===== src/design/tlpc_pkg.sv =====
// shared constants, codes and types of the traffic light phase controller
// no dependencies
package tlpc_pkg;

    localparam int HISTORY_DEPTH_DEF = 128;
    localparam int COUNT_BITS_DEF    = 8;

    localparam int KIND_W  = 2;
    localparam int DIR_W   = 2;
    localparam int LEN_W   = 8;
    localparam int SUM_W   = 15;
    localparam int EFF_W   = 17;
    localparam int GREEN_W = 16;
    localparam int CFG_IDX_W = 2;
    localparam int CFG_W   = 16;

    localparam logic [KIND_W-1:0] KIND_TICK  = 2'd0;
    localparam logic [KIND_W-1:0] KIND_REQ   = 2'd1;
    localparam logic [KIND_W-1:0] KIND_QUERY = 2'd2;

    localparam logic [CFG_IDX_W-1:0] CFG_VERT_GREEN  = 2'd0;
    localparam logic [CFG_IDX_W-1:0] CFG_HORIZ_GREEN = 2'd1;
    localparam logic [CFG_IDX_W-1:0] CFG_START_VERT  = 2'd2;

    localparam logic [GREEN_W-1:0] GREEN_RESET = 16'd30;
    localparam logic [EFF_W-1:0]   EFF_ONE     = 17'h10000;
    localparam logic [SUM_W-1:0]   SUM_MAX     = 15'h7fff;

    typedef struct packed {
        logic [KIND_W-1:0] kind;
        logic              vert_axis;
        logic              full;
        logic [LEN_W-1:0]  len;
    } t_cmd;

    typedef struct packed {
        logic             granted;
        logic             vertical_green;
        logic [SUM_W-1:0] sum_v;
        logic [SUM_W-1:0] sum_h;
        logic [EFF_W-1:0] avg_v;
        logic [EFF_W-1:0] avg_h;
    } t_result;

endpackage


===== src/design/tlpc_req_if.sv =====
// input channel of the controller: handshake plus item fields
// depends on tlpc_pkg
interface tlpc_req_if;
    import tlpc_pkg::*;
    logic              valid;
    logic              ready;
    logic [KIND_W-1:0] req_type;
    logic [DIR_W-1:0]  from_direction;
    logic              out_road_full;
    logic [LEN_W-1:0]  window_length;

    modport source (output valid, req_type, from_direction, out_road_full, window_length,
                    input ready);
    modport sink   (input valid, req_type, from_direction, out_road_full, window_length,
                    output ready);
endinterface


===== src/design/tlpc_res_if.sv =====
// result channel of the controller: handshake plus result fields
// depends on tlpc_pkg
interface tlpc_res_if;
    import tlpc_pkg::*;
    logic             valid;
    logic             ready;
    logic             granted;
    logic             vertical_green;
    logic [SUM_W-1:0] sum_vertical_crossed;
    logic [SUM_W-1:0] sum_horizontal_crossed;
    logic [EFF_W-1:0] avg_vertical_eff;
    logic [EFF_W-1:0] avg_horizontal_eff;

    modport source (output valid, granted, vertical_green, sum_vertical_crossed,
                    sum_horizontal_crossed, avg_vertical_eff, avg_horizontal_eff,
                    input ready);
    modport sink   (input valid, granted, vertical_green, sum_vertical_crossed,
                    sum_horizontal_crossed, avg_vertical_eff, avg_horizontal_eff,
                    output ready);
endinterface


===== src/design/tlpc_front.sv =====
// front end: takes input transactions and classifies them into commands
// depends on tlpc_pkg and tlpc_req_if
module tlpc_front (
    tlpc_req_if.sink        i_req,
    input  logic            i_q_full,
    output logic            o_push,
    output tlpc_pkg::t_cmd  o_cmd
);
    import tlpc_pkg::*;

    assign i_req.ready = !i_q_full;
    assign o_push      = i_req.valid && !i_q_full;

    always_comb begin
        o_cmd.kind      = i_req.req_type;
        // top and bottom approaches belong to the vertical axis
        o_cmd.vert_axis = !i_req.from_direction[1];
        o_cmd.full      = i_req.out_road_full;
        o_cmd.len       = i_req.window_length;
    end
endmodule


===== src/design/tlpc_fifo.sv =====
// two-entry command queue between front and back
// depends on tlpc_pkg
module tlpc_fifo (
    input  logic            i_clk,
    input  logic            i_rst_n,
    input  logic            i_push,
    input  tlpc_pkg::t_cmd  i_cmd,
    input  logic            i_pop,
    output logic            o_full,
    output logic            o_valid,
    output tlpc_pkg::t_cmd  o_cmd
);
    import tlpc_pkg::*;

    t_cmd       r_mem [2];
    logic       r_wp;
    logic       r_rp;
    logic [1:0] r_cnt;

    assign o_full  = (r_cnt == 2'd2);
    assign o_valid = (r_cnt != 2'd0);
    assign o_cmd   = r_mem[r_rp];

    always_ff @(posedge i_clk) begin
        if (!i_rst_n) begin
            r_wp  <= 1'b0;
            r_rp  <= 1'b0;
            r_cnt <= 2'd0;
        end else begin
            if (i_push) begin
                r_wp <= ~r_wp;
            end
            if (i_pop) begin
                r_rp <= ~r_rp;
            end
            if (i_push && !i_pop) begin
                r_cnt <= r_cnt + 2'd1;
            end else if (i_pop && !i_push) begin
                r_cnt <= r_cnt - 2'd1;
            end
        end
    end

    always_ff @(posedge i_clk) begin
        if (i_push) begin
            r_mem[r_wp] <= i_cmd;
        end
    end
endmodule


===== src/design/tlpc_div.sv =====
// restoring divider, one quotient bit per cycle
// no dependencies
module tlpc_div #(
    parameter int DVW = 25,
    parameter int DSW = 8
) (
    input  logic           i_clk,
    input  logic           i_rst_n,
    input  logic           i_start,
    input  logic [DVW-1:0] i_dividend,
    input  logic [DSW-1:0] i_divisor,
    output logic           o_done,
    output logic [DVW-1:0] o_quotient
);
    localparam int CW = $clog2(DVW + 1);

    logic [DVW-1:0] r_quo;
    logic [DSW-1:0] r_rem;
    logic [DSW-1:0] r_dsr;
    logic [CW-1:0]  r_cnt;
    logic           r_done;
    logic [DSW:0]   n_trial;
    logic           n_ge;

    assign n_trial    = {r_rem, r_quo[DVW-1]};
    assign n_ge       = (n_trial >= {1'b0, r_dsr});
    assign o_done     = r_done;
    assign o_quotient = r_quo;

    always_ff @(posedge i_clk) begin
        if (!i_rst_n) begin
            r_cnt  <= '0;
            r_done <= 1'b0;
        end else begin
            r_done <= 1'b0;
            if (i_start) begin
                r_cnt <= CW'(DVW);
            end else if (r_cnt != '0) begin
                r_cnt <= r_cnt - CW'(1);
                if (r_cnt == CW'(1)) begin
                    r_done <= 1'b1;
                end
            end
        end
    end

    always_ff @(posedge i_clk) begin
        if (i_start) begin
            r_quo <= i_dividend;
            r_rem <= '0;
            r_dsr <= i_divisor;
        end else if (r_cnt != '0) begin
            r_quo <= {r_quo[DVW-2:0], n_ge};
            r_rem <= n_ge ? DSW'(n_trial - {1'b0, r_dsr}) : n_trial[DSW-1:0];
        end
    end
endmodule


===== src/design/tlpc_back.sv =====
// back end: light phase, per-tick counters, history ring and query engine
// depends on tlpc_pkg, tlpc_res_if and tlpc_div
module tlpc_back #(
    parameter int DEPTH = tlpc_pkg::HISTORY_DEPTH_DEF,
    parameter int CNT_W = tlpc_pkg::COUNT_BITS_DEF
) (
    input  logic                            i_clk,
    input  logic                            i_rst_n,
    input  logic                            i_cfg_we,
    input  logic [tlpc_pkg::CFG_IDX_W-1:0]  i_cfg_idx,
    input  logic [tlpc_pkg::CFG_W-1:0]      i_cfg_data,
    input  logic                            i_q_valid,
    input  tlpc_pkg::t_cmd                  i_q_cmd,
    output logic                            o_pop,
    tlpc_res_if.source                      o_res
);
    import tlpc_pkg::*;

    localparam int AW    = (DEPTH > 1) ? $clog2(DEPTH) : 1;
    localparam int FW    = $clog2(DEPTH + 1);
    localparam int CMPW  = (FW > LEN_W) ? FW : LEN_W;
    localparam int ESW   = EFF_W + LEN_W;
    localparam int DVW   = (CNT_W + 16 > ESW) ? CNT_W + 16 : ESW;
    localparam int DSW   = (CNT_W > LEN_W) ? CNT_W : LEN_W;
    localparam int REC_W = 1 + CNT_W + EFF_W;
    localparam int SAW   = ((SUM_W > CNT_W) ? SUM_W : CNT_W) + 1;
    localparam logic [CNT_W-1:0] CNT_MAX = '1;

    localparam logic [2:0] ST_IDLE = 3'd0;
    localparam logic [2:0] ST_TDIV = 3'd1;
    localparam logic [2:0] ST_QRD  = 3'd2;
    localparam logic [2:0] ST_QDV  = 3'd3;
    localparam logic [2:0] ST_QDH  = 3'd4;

    logic [2:0]         r_state;
    logic [GREEN_W-1:0] r_vg;
    logic [GREEN_W-1:0] r_hg;
    logic               r_phase;
    logic [GREEN_W-1:0] r_ticks;
    logic [CNT_W-1:0]   r_cross;
    logic [CNT_W-1:0]   r_elig;
    logic [AW-1:0]      r_head;
    logic [FW-1:0]      r_fill;
    logic [REC_W-1:0]   r_mem [DEPTH];
    logic [REC_W-1:0]   r_rdata;
    logic [AW-1:0]      r_raddr;
    logic               r_rv;
    logic [LEN_W-1:0]   r_n;
    logic [LEN_W-1:0]   r_i;
    logic [SUM_W-1:0]   r_sv;
    logic [SUM_W-1:0]   r_sh;
    logic [ESW-1:0]     r_ev;
    logic [ESW-1:0]     r_eh;
    logic [EFF_W-1:0]   r_avg_v;
    logic               r_ov;
    t_result            r_res;

    logic               n_slot_free;
    logic               n_tick_fire;
    logic [EFF_W-1:0]   n_tick_eff;
    logic               n_phase;
    logic [GREEN_W-1:0] n_ticks;
    logic               n_elig;
    logic [LEN_W-1:0]   n_len;
    logic               n_walk_done;
    logic               n_div_start;
    logic [DVW-1:0]     n_dividend;
    logic [DSW-1:0]     n_divisor;
    logic               div_done;
    logic [DVW-1:0]     div_quo;
    logic               n_res_we;
    t_result            n_res;
    logic               n_rec_ph;
    logic [CNT_W-1:0]   n_rec_cr;
    logic [EFF_W-1:0]   n_rec_ef;
    logic [SAW-1:0]     n_sv_add;
    logic [SAW-1:0]     n_sh_add;

    assign n_slot_free = !r_ov || o_res.ready;
    assign o_pop       = (r_state == ST_IDLE) && i_q_valid && n_slot_free;
    assign n_elig      = (i_q_cmd.vert_axis == r_phase);
    assign n_len       = (CMPW'(i_q_cmd.len) < CMPW'(r_fill)) ? i_q_cmd.len
                                                                : LEN_W'(r_fill);
    assign n_walk_done = (r_state == ST_QRD) && (r_i == r_n) && !r_rv;

    // tick completes at once when nothing was eligible, else after the division
    assign n_tick_fire = (o_pop && i_q_cmd.kind == KIND_TICK && r_elig == '0)
                         || (r_state == ST_TDIV && div_done);
    assign n_tick_eff  = (r_state == ST_TDIV) ? div_quo[EFF_W-1:0] : EFF_ONE;
    assign n_phase     = (r_ticks <= GREEN_W'(1)) ? ~r_phase : r_phase;
    assign n_ticks     = (r_ticks <= GREEN_W'(1)) ? (n_phase ? r_vg : r_hg)
                                                  : r_ticks - GREEN_W'(1);

    assign n_div_start = (o_pop && i_q_cmd.kind == KIND_TICK && r_elig != '0)
                         || n_walk_done || (r_state == ST_QDV && div_done);

    always_comb begin
        n_dividend = DVW'({r_cross, 16'h0000});
        n_divisor  = DSW'(r_elig);
        if (r_state == ST_QRD) begin
            n_dividend = DVW'(r_ev);
            n_divisor  = DSW'(r_n);
        end else if (r_state == ST_QDV) begin
            n_dividend = DVW'(r_eh);
            n_divisor  = DSW'(r_n);
        end
    end

    tlpc_div #(.DVW(DVW), .DSW(DSW)) u_div (
        .i_clk      (i_clk),
        .i_rst_n    (i_rst_n),
        .i_start    (n_div_start),
        .i_dividend (n_dividend),
        .i_divisor  (n_divisor),
        .o_done     (div_done),
        .o_quotient (div_quo)
    );

    // history record: green axis, its crossings and its efficiency
    assign {n_rec_ph, n_rec_cr, n_rec_ef} = r_rdata;
    assign n_sv_add = SAW'(r_sv) + (n_rec_ph ? SAW'(n_rec_cr) : SAW'(0));
    assign n_sh_add = SAW'(r_sh) + (n_rec_ph ? SAW'(0) : SAW'(n_rec_cr));

    always_comb begin
        n_res_we             = 1'b0;
        n_res                = '0;
        n_res.vertical_green = r_phase;
        if (n_tick_fire) begin
            n_res_we             = 1'b1;
            n_res.vertical_green = n_phase;
        end else if (o_pop && i_q_cmd.kind == KIND_REQ) begin
            n_res_we      = 1'b1;
            n_res.granted = n_elig && !i_q_cmd.full;
        end else if (o_pop && i_q_cmd.kind == KIND_QUERY) begin
            n_res_we = (n_len == '0);
        end else if (o_pop && i_q_cmd.kind != KIND_TICK) begin
            n_res_we = 1'b1;
        end else if (r_state == ST_QDH && div_done) begin
            n_res_we    = 1'b1;
            n_res.sum_v = r_sv;
            n_res.sum_h = r_sh;
            n_res.avg_v = r_avg_v;
            n_res.avg_h = div_quo[EFF_W-1:0];
        end
    end

    always_ff @(posedge i_clk) begin
        if (!i_rst_n) begin
            r_state <= ST_IDLE;
            r_vg    <= GREEN_RESET;
            r_hg    <= GREEN_RESET;
            r_phase <= 1'b1;
            r_ticks <= GREEN_RESET;
            r_cross <= '0;
            r_elig  <= '0;
            r_head  <= '0;
            r_fill  <= '0;
            r_rv    <= 1'b0;
            r_i     <= '0;
            r_ov    <= 1'b0;
        end else begin
            if (o_res.ready) begin
                r_ov <= 1'b0;
            end
            if (n_res_we) begin
                r_ov <= 1'b1;
            end

            if (i_cfg_we) begin
                case (i_cfg_idx)
                    CFG_VERT_GREEN: begin
                        r_vg <= i_cfg_data;
                    end
                    CFG_HORIZ_GREEN: begin
                        r_hg <= i_cfg_data;
                    end
                    CFG_START_VERT: begin
                        r_phase <= i_cfg_data[0];
                        r_ticks <= i_cfg_data[0] ? r_vg : r_hg;
                    end
                    default: begin
                    end
                endcase
            end

            if (n_tick_fire) begin
                r_head  <= (r_head == AW'(DEPTH - 1)) ? '0 : r_head + AW'(1);
                if (r_fill != FW'(DEPTH)) begin
                    r_fill <= r_fill + FW'(1);
                end
                r_cross <= '0;
                r_elig  <= '0;
                r_phase <= n_phase;
                r_ticks <= n_ticks;
            end

            case (r_state)
                ST_IDLE: begin
                    if (o_pop) begin
                        case (i_q_cmd.kind)
                            KIND_TICK: begin
                                if (r_elig != '0) begin
                                    r_state <= ST_TDIV;
                                end
                            end
                            KIND_REQ: begin
                                if (n_elig) begin
                                    if (r_elig != CNT_MAX) begin
                                        r_elig <= r_elig + CNT_W'(1);
                                    end
                                    if (!i_q_cmd.full && r_cross != CNT_MAX) begin
                                        r_cross <= r_cross + CNT_W'(1);
                                    end
                                end
                            end
                            KIND_QUERY: begin
                                if (n_len != '0) begin
                                    r_state <= ST_QRD;
                                end
                                r_n  <= n_len;
                                r_i  <= '0;
                                r_rv <= 1'b0;
                                r_sv <= '0;
                                r_sh <= '0;
                                r_ev <= '0;
                                r_eh <= '0;
                                r_raddr <= (r_head == '0) ? AW'(DEPTH - 1)
                                                          : r_head - AW'(1);
                            end
                            default: begin
                            end
                        endcase
                    end
                end
                ST_TDIV: begin
                    if (div_done) begin
                        r_state <= ST_IDLE;
                    end
                end
                ST_QRD: begin
                    // one read issued per cycle, newest record first
                    if (r_i != r_n) begin
                        r_rv    <= 1'b1;
                        r_i     <= r_i + LEN_W'(1);
                        r_raddr <= (r_raddr == '0) ? AW'(DEPTH - 1) : r_raddr - AW'(1);
                    end else begin
                        r_rv <= 1'b0;
                    end
                    if (r_rv) begin
                        r_sv <= (n_sv_add > SAW'(SUM_MAX)) ? SUM_MAX : n_sv_add[SUM_W-1:0];
                        r_sh <= (n_sh_add > SAW'(SUM_MAX)) ? SUM_MAX : n_sh_add[SUM_W-1:0];
                        r_ev <= r_ev + ESW'(n_rec_ph ? n_rec_ef : EFF_ONE);
                        r_eh <= r_eh + ESW'(n_rec_ph ? EFF_ONE : n_rec_ef);
                    end
                    if (n_walk_done) begin
                        r_state <= ST_QDV;
                    end
                end
                ST_QDV: begin
                    if (div_done) begin
                        r_avg_v <= div_quo[EFF_W-1:0];
                        r_state <= ST_QDH;
                    end
                end
                ST_QDH: begin
                    if (div_done) begin
                        r_state <= ST_IDLE;
                    end
                end
                default: begin
                    r_state <= ST_IDLE;
                end
            endcase
        end
    end

    always_ff @(posedge i_clk) begin
        if (n_tick_fire) begin
            r_mem[r_head] <= {r_phase, r_cross, n_tick_eff};
        end
        r_rdata <= r_mem[r_raddr];
        if (n_res_we) begin
            r_res <= n_res;
        end
    end

    assign o_res.valid                  = r_ov;
    assign o_res.granted                = r_res.granted;
    assign o_res.vertical_green         = r_res.vertical_green;
    assign o_res.sum_vertical_crossed   = r_res.sum_v;
    assign o_res.sum_horizontal_crossed = r_res.sum_h;
    assign o_res.avg_vertical_eff       = r_res.avg_v;
    assign o_res.avg_horizontal_eff     = r_res.avg_h;
endmodule


===== src/design/traffic_light_phase_controller_top.sv =====
// flow: a request or quiet tick goes through the queue and is answered in the result register;
// a tick with eligible traffic first runs the serial divider (DVW = max(COUNT_BITS+16, 25));
// a query for an n-record window first walks the ring (one ring read per cycle),
// then runs two serial divisions before its result is registered
// throughput: one item in flight in the back end; a two-entry queue keeps the front open
// reset: synchronous active low; phase vertical, 30 green ticks, empty history
module traffic_light_phase_controller_top #(
    parameter int HISTORY_DEPTH = tlpc_pkg::HISTORY_DEPTH_DEF,
    parameter int COUNT_BITS    = tlpc_pkg::COUNT_BITS_DEF
) (
    input  logic                            i_clk,
    input  logic                            i_rst_n,
    input  logic                            i_cfg_we,
    input  logic [tlpc_pkg::CFG_IDX_W-1:0]  i_cfg_idx,
    input  logic [tlpc_pkg::CFG_W-1:0]      i_cfg_data,
    tlpc_req_if.sink                        i_req,
    tlpc_res_if.source                      o_res
);
    import tlpc_pkg::*;

    // front to queue
    logic push;
    t_cmd push_cmd;
    logic q_full;
    // queue to back
    logic q_valid;
    logic q_pop;
    t_cmd q_cmd;

    // classify the incoming transaction
    tlpc_front u_front (
        .i_req    (i_req),
        .i_q_full (q_full),
        .o_push   (push),
        .o_cmd    (push_cmd)
    );

    // short queue so the front keeps accepting while a query runs
    tlpc_fifo u_fifo (
        .i_clk   (i_clk),
        .i_rst_n (i_rst_n),
        .i_push  (push),
        .i_cmd   (push_cmd),
        .i_pop   (q_pop),
        .o_full  (q_full),
        .o_valid (q_valid),
        .o_cmd   (q_cmd)
    );

    // state, history ring, divider and result register
    tlpc_back #(
        .DEPTH (HISTORY_DEPTH),
        .CNT_W (COUNT_BITS)
    ) u_back (
        .i_clk      (i_clk),
        .i_rst_n    (i_rst_n),
        .i_cfg_we   (i_cfg_we),
        .i_cfg_idx  (i_cfg_idx),
        .i_cfg_data (i_cfg_data),
        .i_q_valid  (q_valid),
        .i_q_cmd    (q_cmd),
        .o_pop      (q_pop),
        .o_res      (o_res)
    );
endmodule


===== src/flat_wrapper.sv =====
// flat-port wrapper written by rule: the top's interface ports become plain ports
module traffic_light_phase_controller_top_flat import tlpc_pkg::*;
#(
    parameter int HISTORY_DEPTH = tlpc_pkg::HISTORY_DEPTH_DEF,
    parameter int COUNT_BITS    = tlpc_pkg::COUNT_BITS_DEF
)
  (i_clk, i_rst_n, i_cfg_we, i_cfg_idx, i_cfg_data, i_req_valid, i_req_req_type, i_req_from_direction, i_req_out_road_full, i_req_window_length, i_req_ready, o_res_valid, o_res_granted, o_res_vertical_green, o_res_sum_vertical_crossed, o_res_sum_horizontal_crossed, o_res_avg_vertical_eff, o_res_avg_horizontal_eff, o_res_ready);
  tlpc_req_if i_req_i ();
  tlpc_res_if o_res_i ();
  input  logic i_clk;
  input  logic i_rst_n;
  input  logic i_cfg_we;
  input  logic [tlpc_pkg::CFG_IDX_W-1:0] i_cfg_idx;
  input  logic [tlpc_pkg::CFG_W-1:0] i_cfg_data;
  input wire logic [$bits(i_req_i.valid)-1:0] i_req_valid;
  input wire logic [$bits(i_req_i.req_type)-1:0] i_req_req_type;
  input wire logic [$bits(i_req_i.from_direction)-1:0] i_req_from_direction;
  input wire logic [$bits(i_req_i.out_road_full)-1:0] i_req_out_road_full;
  input wire logic [$bits(i_req_i.window_length)-1:0] i_req_window_length;
  output wire logic [$bits(i_req_i.ready)-1:0] i_req_ready;
  output wire logic [$bits(o_res_i.valid)-1:0] o_res_valid;
  output wire logic [$bits(o_res_i.granted)-1:0] o_res_granted;
  output wire logic [$bits(o_res_i.vertical_green)-1:0] o_res_vertical_green;
  output wire logic [$bits(o_res_i.sum_vertical_crossed)-1:0] o_res_sum_vertical_crossed;
  output wire logic [$bits(o_res_i.sum_horizontal_crossed)-1:0] o_res_sum_horizontal_crossed;
  output wire logic [$bits(o_res_i.avg_vertical_eff)-1:0] o_res_avg_vertical_eff;
  output wire logic [$bits(o_res_i.avg_horizontal_eff)-1:0] o_res_avg_horizontal_eff;
  input wire logic [$bits(o_res_i.ready)-1:0] o_res_ready;
  assign i_req_i.valid = i_req_valid;
  assign i_req_i.req_type = i_req_req_type;
  assign i_req_i.from_direction = i_req_from_direction;
  assign i_req_i.out_road_full = i_req_out_road_full;
  assign i_req_i.window_length = i_req_window_length;
  assign i_req_ready = i_req_i.ready;
  assign o_res_valid = o_res_i.valid;
  assign o_res_granted = o_res_i.granted;
  assign o_res_vertical_green = o_res_i.vertical_green;
  assign o_res_sum_vertical_crossed = o_res_i.sum_vertical_crossed;
  assign o_res_sum_horizontal_crossed = o_res_i.sum_horizontal_crossed;
  assign o_res_avg_vertical_eff = o_res_i.avg_vertical_eff;
  assign o_res_avg_horizontal_eff = o_res_i.avg_horizontal_eff;
  assign o_res_i.ready = o_res_ready;
  traffic_light_phase_controller_top #(.HISTORY_DEPTH(HISTORY_DEPTH), .COUNT_BITS(COUNT_BITS)) u_core (.i_clk(i_clk), .i_rst_n(i_rst_n), .i_cfg_we(i_cfg_we), .i_cfg_idx(i_cfg_idx), .i_cfg_data(i_cfg_data), .i_req(i_req_i), .o_res(o_res_i));
endmodule

===== config.mk =====
export PLATFORM = sky130hd
export DESIGN_NAME = traffic_light_phase_controller_top_flat
export DESIGN_NICKNAME = d
export VERILOG_FILES = /design/src/design/tlpc_pkg.sv /design/src/design/tlpc_req_if.sv /design/src/design/tlpc_res_if.sv /design/src/design/tlpc_front.sv /design/src/design/tlpc_fifo.sv /design/src/design/tlpc_div.sv /design/src/design/tlpc_back.sv /design/src/design/traffic_light_phase_controller_top.sv /design/src/flat_wrapper.sv
export SDC_FILE = /design/constraint.sdc
export NUM_CORES = 2
export LEC_CHECK = 0
export BUFFER_PORTS_ARGS = -buffer_cell sky130_fd_sc_hd__clkbuf_2
export CAP_MARGIN = 5
export CORE_ASPECT_RATIO = 1.25
export CORE_MARGIN = 4
export CORE_UTILIZATION = 35
export CTS_BUF_LIST = sky130_fd_sc_hd__clkbuf_16
export CTS_CLUSTER_SIZE = 30
export DETAILED_ROUTE_END_ITERATION = 7
export REMOVE_ABC_BUFFERS = 1
export SYNTH_ARGS = -nofsm -noshare
export SYNTH_HDL_FRONTEND = slang
export SYNTH_HIERARCHICAL = 1
export SYNTH_SLANG_ARGS = --single-unit

===== constraint.sdc =====
create_clock -name i_clk -period 19.2 [get_ports i_clk]
set_clock_uncertainty 0.15 [all_clocks]
set_input_delay 2.88 -clock i_clk [delete_from_list [all_inputs] [get_ports i_clk]]
set_output_delay 2.88 -clock i_clk [all_outputs]
set_load 0.02 [all_outputs]

======== After elaboration in Yosys (flattened, before gate mapping) ========
Memory sizes are Yosys's and may differ from the RTL's. A register that Yosys moved wholly into a read port is not among the register bits.
Index checks and enable logic that the tools add are counted.
cells by class
  add/subtract/negate cells ............... 16
  $lt $le $gt $ge ......................... 5
  equality and inequality tests ........... 27
  mux-type cells .......................... 91
  bitwise operators ....................... 7
  reductions and logical operators ........ 63
operators by type and width
  cell                   count
  $mux 25                8
  $mux 8                 21
  $pmux 25 s2            2
  $mux 16                6
  $mux 15                6
  $pmux 15 s2            2
  $mux 17                3
  $add 25x17->25         2
  $mux 7                 6
  $add 15x8->16          2
  $add 8x1->8 const B    4
  $gt 16x15->1 const B   2
  $ne 8x8->1 const B     3
  $mux 1                 22
  $logic_and 1x1->1      18
  $mux 3                 6
  $le 16x1->1 const B    1
  $logic_not 8->1        2
  $pmux 8 s2             1
  $reduce_bool 2->1      8
  $reduce_bool 8->1      2
  $sub 16x1->16 const B  1
  $logic_not 7->1        2
  $pmux 7 s2             1
  other kinds (41)       78
word-level totals
  register bits ........................... 322
  bits in writable memories ............... 3352
  input bits .............................. 36
  word-level logic and storage cells ...... 245
  memories kept ........................... 2
memory list
  name                 words  width  read ports  clocked after Yosys merged registers in  wr ports  line             source
  u_core.u_back.r_mem  128    26     1           1                                        1         tlpc_back.sv:44  logic [REC_W-1:0] r_mem [DEPTH];
  u_core.u_fifo.r_mem  2      12     1           1                                        1         tlpc_fifo.sv:15  t_cmd r_mem [2];

======== Logic depth before layout (Yosys ltp) ========
  depth after elaboration ................. 12
  gate-level depth with buffers ........... 12

======== By module ========
The synthesis kept the hierarchy.
modules (own cells, without submodules)
  module      instances  cells each  area an instance (um2)
  tlpc_back   1          7235        142774.4
  tlpc_div    1          201         2442.3
  tlpc_fifo   1          59          1082.3
  tlpc_front  1          14          96.3

======== Worst setup path before layout ========
Ideal clock, no wire load.
  path type ............................... in2reg
  start ................................... input o_res_ready
  end ..................................... register u_core.u_back.r_eh[0], enable pin
  library setup time ...................... 0.545 ns
  arrival ................................. 7.342 ns
  required time ........................... 18.505 ns
  slack ................................... 11.163 ns
  cell stages on the path ................. 6
  buffers on the path ..................... 1
  cells stage by stage .................... nand2b_1 -> nand2_1 -> inv_2 -> nand2_1 -> clkbuf_1 -> a21oi_1
between the ends
  word-level cells in the longest chain between the ends .. 4
RTL lines
  what                               line                                      source
  start, declared                    flat_wrapper.sv:28                        input wire logic [$bits(o_res_i.ready)-1:0] o_res_ready;
  $logic_or 1x1->1                   tlpc_back.sv:79                           assign n_slot_free = !r_ov || o_res.ready;
  $logic_and 1x1->1                  tlpc_back.sv:80                           assign o_pop = (r_state == ST_IDLE) && i_q_valid && n_slot_free;
  named net u_core.q_pop             traffic_light_phase_controller_top.sv:27  logic q_pop;
  $ne 2x2->1 (no source line)        -
  $reduce_and 5->1 (no source line)  -
  end signal, assigned               tlpc_back.sv:253                          r_eh <= r_eh + ESW'(n_rec_ph ? EFF_ONE : n_rec_ef);
  end, declared                      tlpc_back.sv:53                           logic [ESW-1:0] r_eh;
The timed path passes the listed nets, and every way through them passes these cells.
A chain may end at the register's enable or synchronous reset.

==> Implementation_results.wiki <==
{| class="wikitable"
! Metric !! Value
|-
| Total congestion overflow || 0
|-
| Routing usage on met3 || 0.0250
|-
| Critical path endpoint category || register
|-
| End of the worst register-to-register path || u_core/u_back/r_rdata[10]
|-
| Placement-stage cell area || 154000 µm²
|-
| Commonest non-fill, non-tap cells in the layout || sky130_fd_sc_hd__edfxtp_1 (3563), sky130_fd_sc_hd__mux4_2 (773), sky130_fd_sc_hd__clkbuf_16 (367)
|-
| Total power after layout || 17.9 mW
|-
| Setup bufs post-CTS || 0
|-
| Standard cell core area || 417000 µm²
|-
| Average wire length per cell after detail routing || 28.1 µm
|-
| Peak fanout along the critical path || 83
|-
| Number of sinks handled by clock tree synthesis || 3701
|-
| Layout filler cell count || 36.7k
|-
| H-Tree Depth || 5
|-
| Number of top-level pins || 104
|-
| Via density || 5.52
|-
| Relative slew slack || 0.0970
|-
| Largest net degree at the start of global routing || 121
|-
| Reg2reg path depth || 10
|-
| Overall routed net length || 383000 µm
|-
| Storage element area || 110000 µm²
|-
| Wire length of the first global-routing pass || 546000 µm
|-
| Sequential share of the synthesized area || 0.750
|-
| Share of cells above drive strength 1 || 0.231
|-
| Endpoint, Worst Hold || u_core/u_back/r_vg[14]
|-
| Outcome || complete, no violations
|-
| Largest area contributor in the netlist || sky130_fd_sc_hd__edfxtp_1
|-
| Final Hold Fails || 0
|-
| Number of routed nets with antenna violations || 0
|-
| Gpl congestion || 0.861
|-
| Worst ir drop on vdd || 0.0661 mV
|-
| Die boundary width || 586 µm
|-
| CTS buffer count || 355
|-
| Floorplan die area || 429000 µm²
|-
| Hold depth || 2
|-
| Global routing met2 resource utilization || 0.299
|-
| Leakage power || 54.4 nW
|-
| Number of global-route vias before repair || 76.1k
|-
| Post-synthesis register bit count || 3701
|-
| Antenna violations before repair || 27
|-
| Number of buffers on the longest clock path || 4
|-
| Required time of the worst setup path || 19.82 ns
|-
| Area of the multi-input gates || 35000 µm²
|-
| Post-synthesis cell count || 7509
|-
| Area growth syn-to-layout || 13.2%
|-
| Origin of the worst min-delay path || u_core/u_back/r_vg[14]
|-
| Total DRC errors in the routed layout || 0
|-
| Most common cell after layout, fill and taps aside || sky130_fd_sc_hd__edfxtp_1
|-
| Share of synthesized registers carrying an async set or reset || 0
|-
| R2R Setup Slk || 12.32 ns
|-
| Global routing's busiest layer || met2
|-
| Clk_lat worst skew || 0.91 ns
|-
| Met1 usage in global routing || 0.224
|-
| Power density over the cells || 108 nW/µm²
|-
| Final core utilization || 0.398
|-
| Final Slew Violations || 0
|-
| Most used flip-flop cell after synthesis || sky130_fd_sc_hd__edfxtp_1
|-
| Critical Path Source || u_core/u_back/r_raddr[0]
|-
| Crit start category || register
|-
| Final #Nets || 7920
|-
| Synthesized area || 146000 µm²
|-
| # resized after CTS || 0
|-
| Number of maximum-capacitance constraint violations || 0
|-
| Final count of negative-setup-slack endpoints || 0
|-
| Initial detailed-routing violation count || 8200
|-
| Count of unique library cells instantiated by Yosys || 87
|-
| Share of the synthesized area in the top cell type || 0.731
|-
| First-pass DRT Iterations || 6
|-
| CP Data Arrival Time || 7.49 ns
|-
| Initial cell density of the core || 0.351
|-
| Per-instance average area after synthesis || 19.5 µm²
|-
| Clock transition at the registers of the reported paths || 0.06 ns
|-
| Setup repair after global routing missed its margin || false
|-
| I/O Buffers || 102
|-
| Most area-consuming cells after synthesis || sky130_fd_sc_hd__edfxtp_1 (73%), sky130_fd_sc_hd__mux4_2 (12%), sky130_fd_sc_hd__dfxtp_1 (1.9%), sky130_fd_sc_hd__mux2i_1 (1.6%), sky130_fd_sc_hd__a22oi_1 (1.0%)
|-
| Final HPWL DP || 226000 µm
|-
| GRT Resource Usage Total || 0.174
|-
| Vias after detailed routing || 75.1k
|-
| Final period util || 0.358
|-
| Critical path type || register to register
|-
| Die height || 731 µm
|-
| Final instance area || 166000 µm²
|-
| Cell row count || 265
|-
| Synth Warn # || 6
|-
| Post-layout min period || 6.88 ns
|-
| Master cell of the clock root buffer || sky130_fd_sc_hd__clkbuf_16
|-
| Timing-limited maximum frequency || 0.145 GHz
|-
| Post-cts hold buffer count || 0
|-
| Path type of the worst min-delay path || register to register
|-
| Transition time of the tightest slew-check pin || 1.35 ns
|-
| Source of the worst register-to-register timing path || u_core/u_back/r_raddr[0]
|-
| TritonCTS clock tree || built
|-
| Number of flops mapped to enable cells by yosys || 3563
|}
cell families (layout without fill, tap and decap cells):
group           count (synthesis)  after routing  synth area share
fa+ha+maj                      86             86           0.00761
buf+inv                       471           1039            0.0152
compound gates                940            940            0.0444
xor+xnor                       85             85           0.00509
mux                          1058           1058             0.139
simple gates                 1168           1168            0.0392
flops                        3701           3701             0.750
other cells                     0             50                 0
how the worst max path moves through the flow:
stage                                endpoint  slack, ns  cells after the start
finish              u_core/u_back/r_rdata[10]      12.32                     10
global route        u_core/u_back/r_rdata[10]      11.65                     10
CTS                 u_core/u_back/r_rdata[10]      12.04                     10
detailed placement  u_core/u_back/r_rdata[10]      12.01                     10
global placement    u_core/u_back/r_rdata[10]      12.09                     10
floorplan            u_core/u_back/r_raddr[0]     -20.93                      4
worst max-delay path: stages (launching register included):
cell	delay, ns
sky130_fd_sc_hd__edfxtp_1	0.34
sky130_fd_sc_hd__buf_4	0.58
sky130_fd_sc_hd__buf_4	0.80
sky130_fd_sc_hd__buf_12	0.64
sky130_fd_sc_hd__buf_4	0.63
sky130_fd_sc_hd__buf_4	0.70
sky130_fd_sc_hd__buf_4	0.86
sky130_fd_sc_hd__mux4_2	0.60
sky130_fd_sc_hd__a22oi_1	0.25
sky130_fd_sc_hd__a21oi_1	0.37
sky130_fd_sc_hd__or4_1	0.61
Yosys cell counts, types with 9 or more instances:
cell type / count
sky130_fd_sc_hd__ha_1: 81
sky130_fd_sc_hd__o221ai_1: 18
sky130_fd_sc_hd__buf_6: 15
sky130_fd_sc_hd__a221oi_1: 34
sky130_fd_sc_hd__and3_1: 35
sky130_fd_sc_hd__dfxtp_1: 138
sky130_fd_sc_hd__clkbuf_1: 210
sky130_fd_sc_hd__nand3b_1: 14
sky130_fd_sc_hd__o21a_1: 20
sky130_fd_sc_hd__a21o_1: 32
sky130_fd_sc_hd__o21bai_1: 9
sky130_fd_sc_hd__nand3_1: 132
sky130_fd_sc_hd__buf_4: 54
sky130_fd_sc_hd__nor3b_1: 19
sky130_fd_sc_hd__nand4_1: 28
sky130_fd_sc_hd__o41ai_1: 16
sky130_fd_sc_hd__buf_2: 107
sky130_fd_sc_hd__nor2b_1: 61
sky130_fd_sc_hd__mux2_2: 46
sky130_fd_sc_hd__o22a_1: 13
sky130_fd_sc_hd__buf_1: 38
sky130_fd_sc_hd__a22oi_1: 196
sky130_fd_sc_hd__a31oi_1: 17
sky130_fd_sc_hd__or3_1: 19
sky130_fd_sc_hd__nand2_1: 319
sky130_fd_sc_hd__nor4_1: 18
sky130_fd_sc_hd__a211oi_1: 65
sky130_fd_sc_hd__o211ai_1: 34
sky130_fd_sc_hd__nor2_1: 267
sky130_fd_sc_hd__o22ai_1: 72
sky130_fd_sc_hd__a21oi_1: 206
sky130_fd_sc_hd__o31ai_1: 9
sky130_fd_sc_hd__a22o_1: 46
sky130_fd_sc_hd__o21ai_0: 86
sky130_fd_sc_hd__and2_1: 123
sky130_fd_sc_hd__a32oi_1: 9
sky130_fd_sc_hd__xnor2_1: 51
sky130_fd_sc_hd__inv_1: 43
sky130_fd_sc_hd__or4_1: 18
sky130_fd_sc_hd__nand2b_1: 35
sky130_fd_sc_hd__mux2i_1: 239
sky130_fd_sc_hd__edfxtp_1: 3563
sky130_fd_sc_hd__nor3_1: 51
sky130_fd_sc_hd__xor2_1: 34
sky130_fd_sc_hd__mux4_2: 773
through the flow:
step / hold WS, ns / TNS [ns] / std cells / setup WS [ns]
2_1_floorplan: 0.295 / -659.09 / 7084 / -20.93
6_report: 0.326 / 0 / 13600 / 12.32
4_1_cts: 0.325 / 0 / 13600 / 12.04
3_3_place_gp: 0.309 / 0 / 12900 / 12.09
5_1_grt: 0.345 / 0 / 13600 / 11.65
3_5_place_dp: 0.317 / 0 / 12900 / 12.01
per-layer routing:
metal	up-vias	routed length, µm	share of wire
met3	580	25800	0.067
li1	31500	-	-
met2	2822	195000	0.51
met1	40200	148000	0.39
met5	-	35	0.000091
met4	6	14000	0.037
where the power goes:
| group | switching (mW) | total [mW] | internal [mW] | leakage [nW] |
|---|---|---|---|---|
| Combinational | 1.11 | 1.58 | 0.464 | 13.7 |
| Clock | 2.96 | 6.85 | 3.89 | 5.78 |
| Sequential | 0.127 | 9.43 | 9.30 | 34.9 |
| Total | 4.20 | 17.9 | 13.7 | 54.4 |
sequential cells by signal (all words and copies together) (netlist names), 8 cells and up, named ones only:
name,count
u_core/u_back/r_mem,3328
u_core/u_back/r_rdata,26
u_core/u_back/r_eh,25
u_core/u_back/r_ev,25
u_core/u_back/u_div/o_quotient,25
u_core/u_fifo/r_mem,24
u_core/u_back/o_res.avg_horizontal_eff,17
u_core/u_back/o_res.avg_vertical_eff,17
u_core/u_back/r_avg_v,17
u_core/u_back/r_hg,16
u_core/u_back/r_ticks,16
u_core/u_back/r_vg,16
u_core/u_back/o_res.sum_horizontal_crossed,15
u_core/u_back/o_res.sum_vertical_crossed,15
u_core/u_back/r_sh,15
u_core/u_back/r_sv,15
u_core/u_back/r_cross,8
u_core/u_back/r_elig,8
u_core/u_back/r_fill,8
u_core/u_back/r_i,8
u_core/u_back/r_n,8
u_core/u_back/u_div/r_dsr,8
u_core/u_back/u_div/r_rem,8
area by class of cell:
class | instances | share of cell area
flip-flops and latches | 3701 | 0.663
clock buffers | 367 | 0.0554
clock inverters | 269 | 0.0127
diodes | 50 | 0.000755
repair buffers | 357 | 0.0151
inverters | 46 | 0.00104
multi-input cells | 3337 | 0.211
well taps | 5473 | 0.0413
Power figures use the tool's default switching activity.
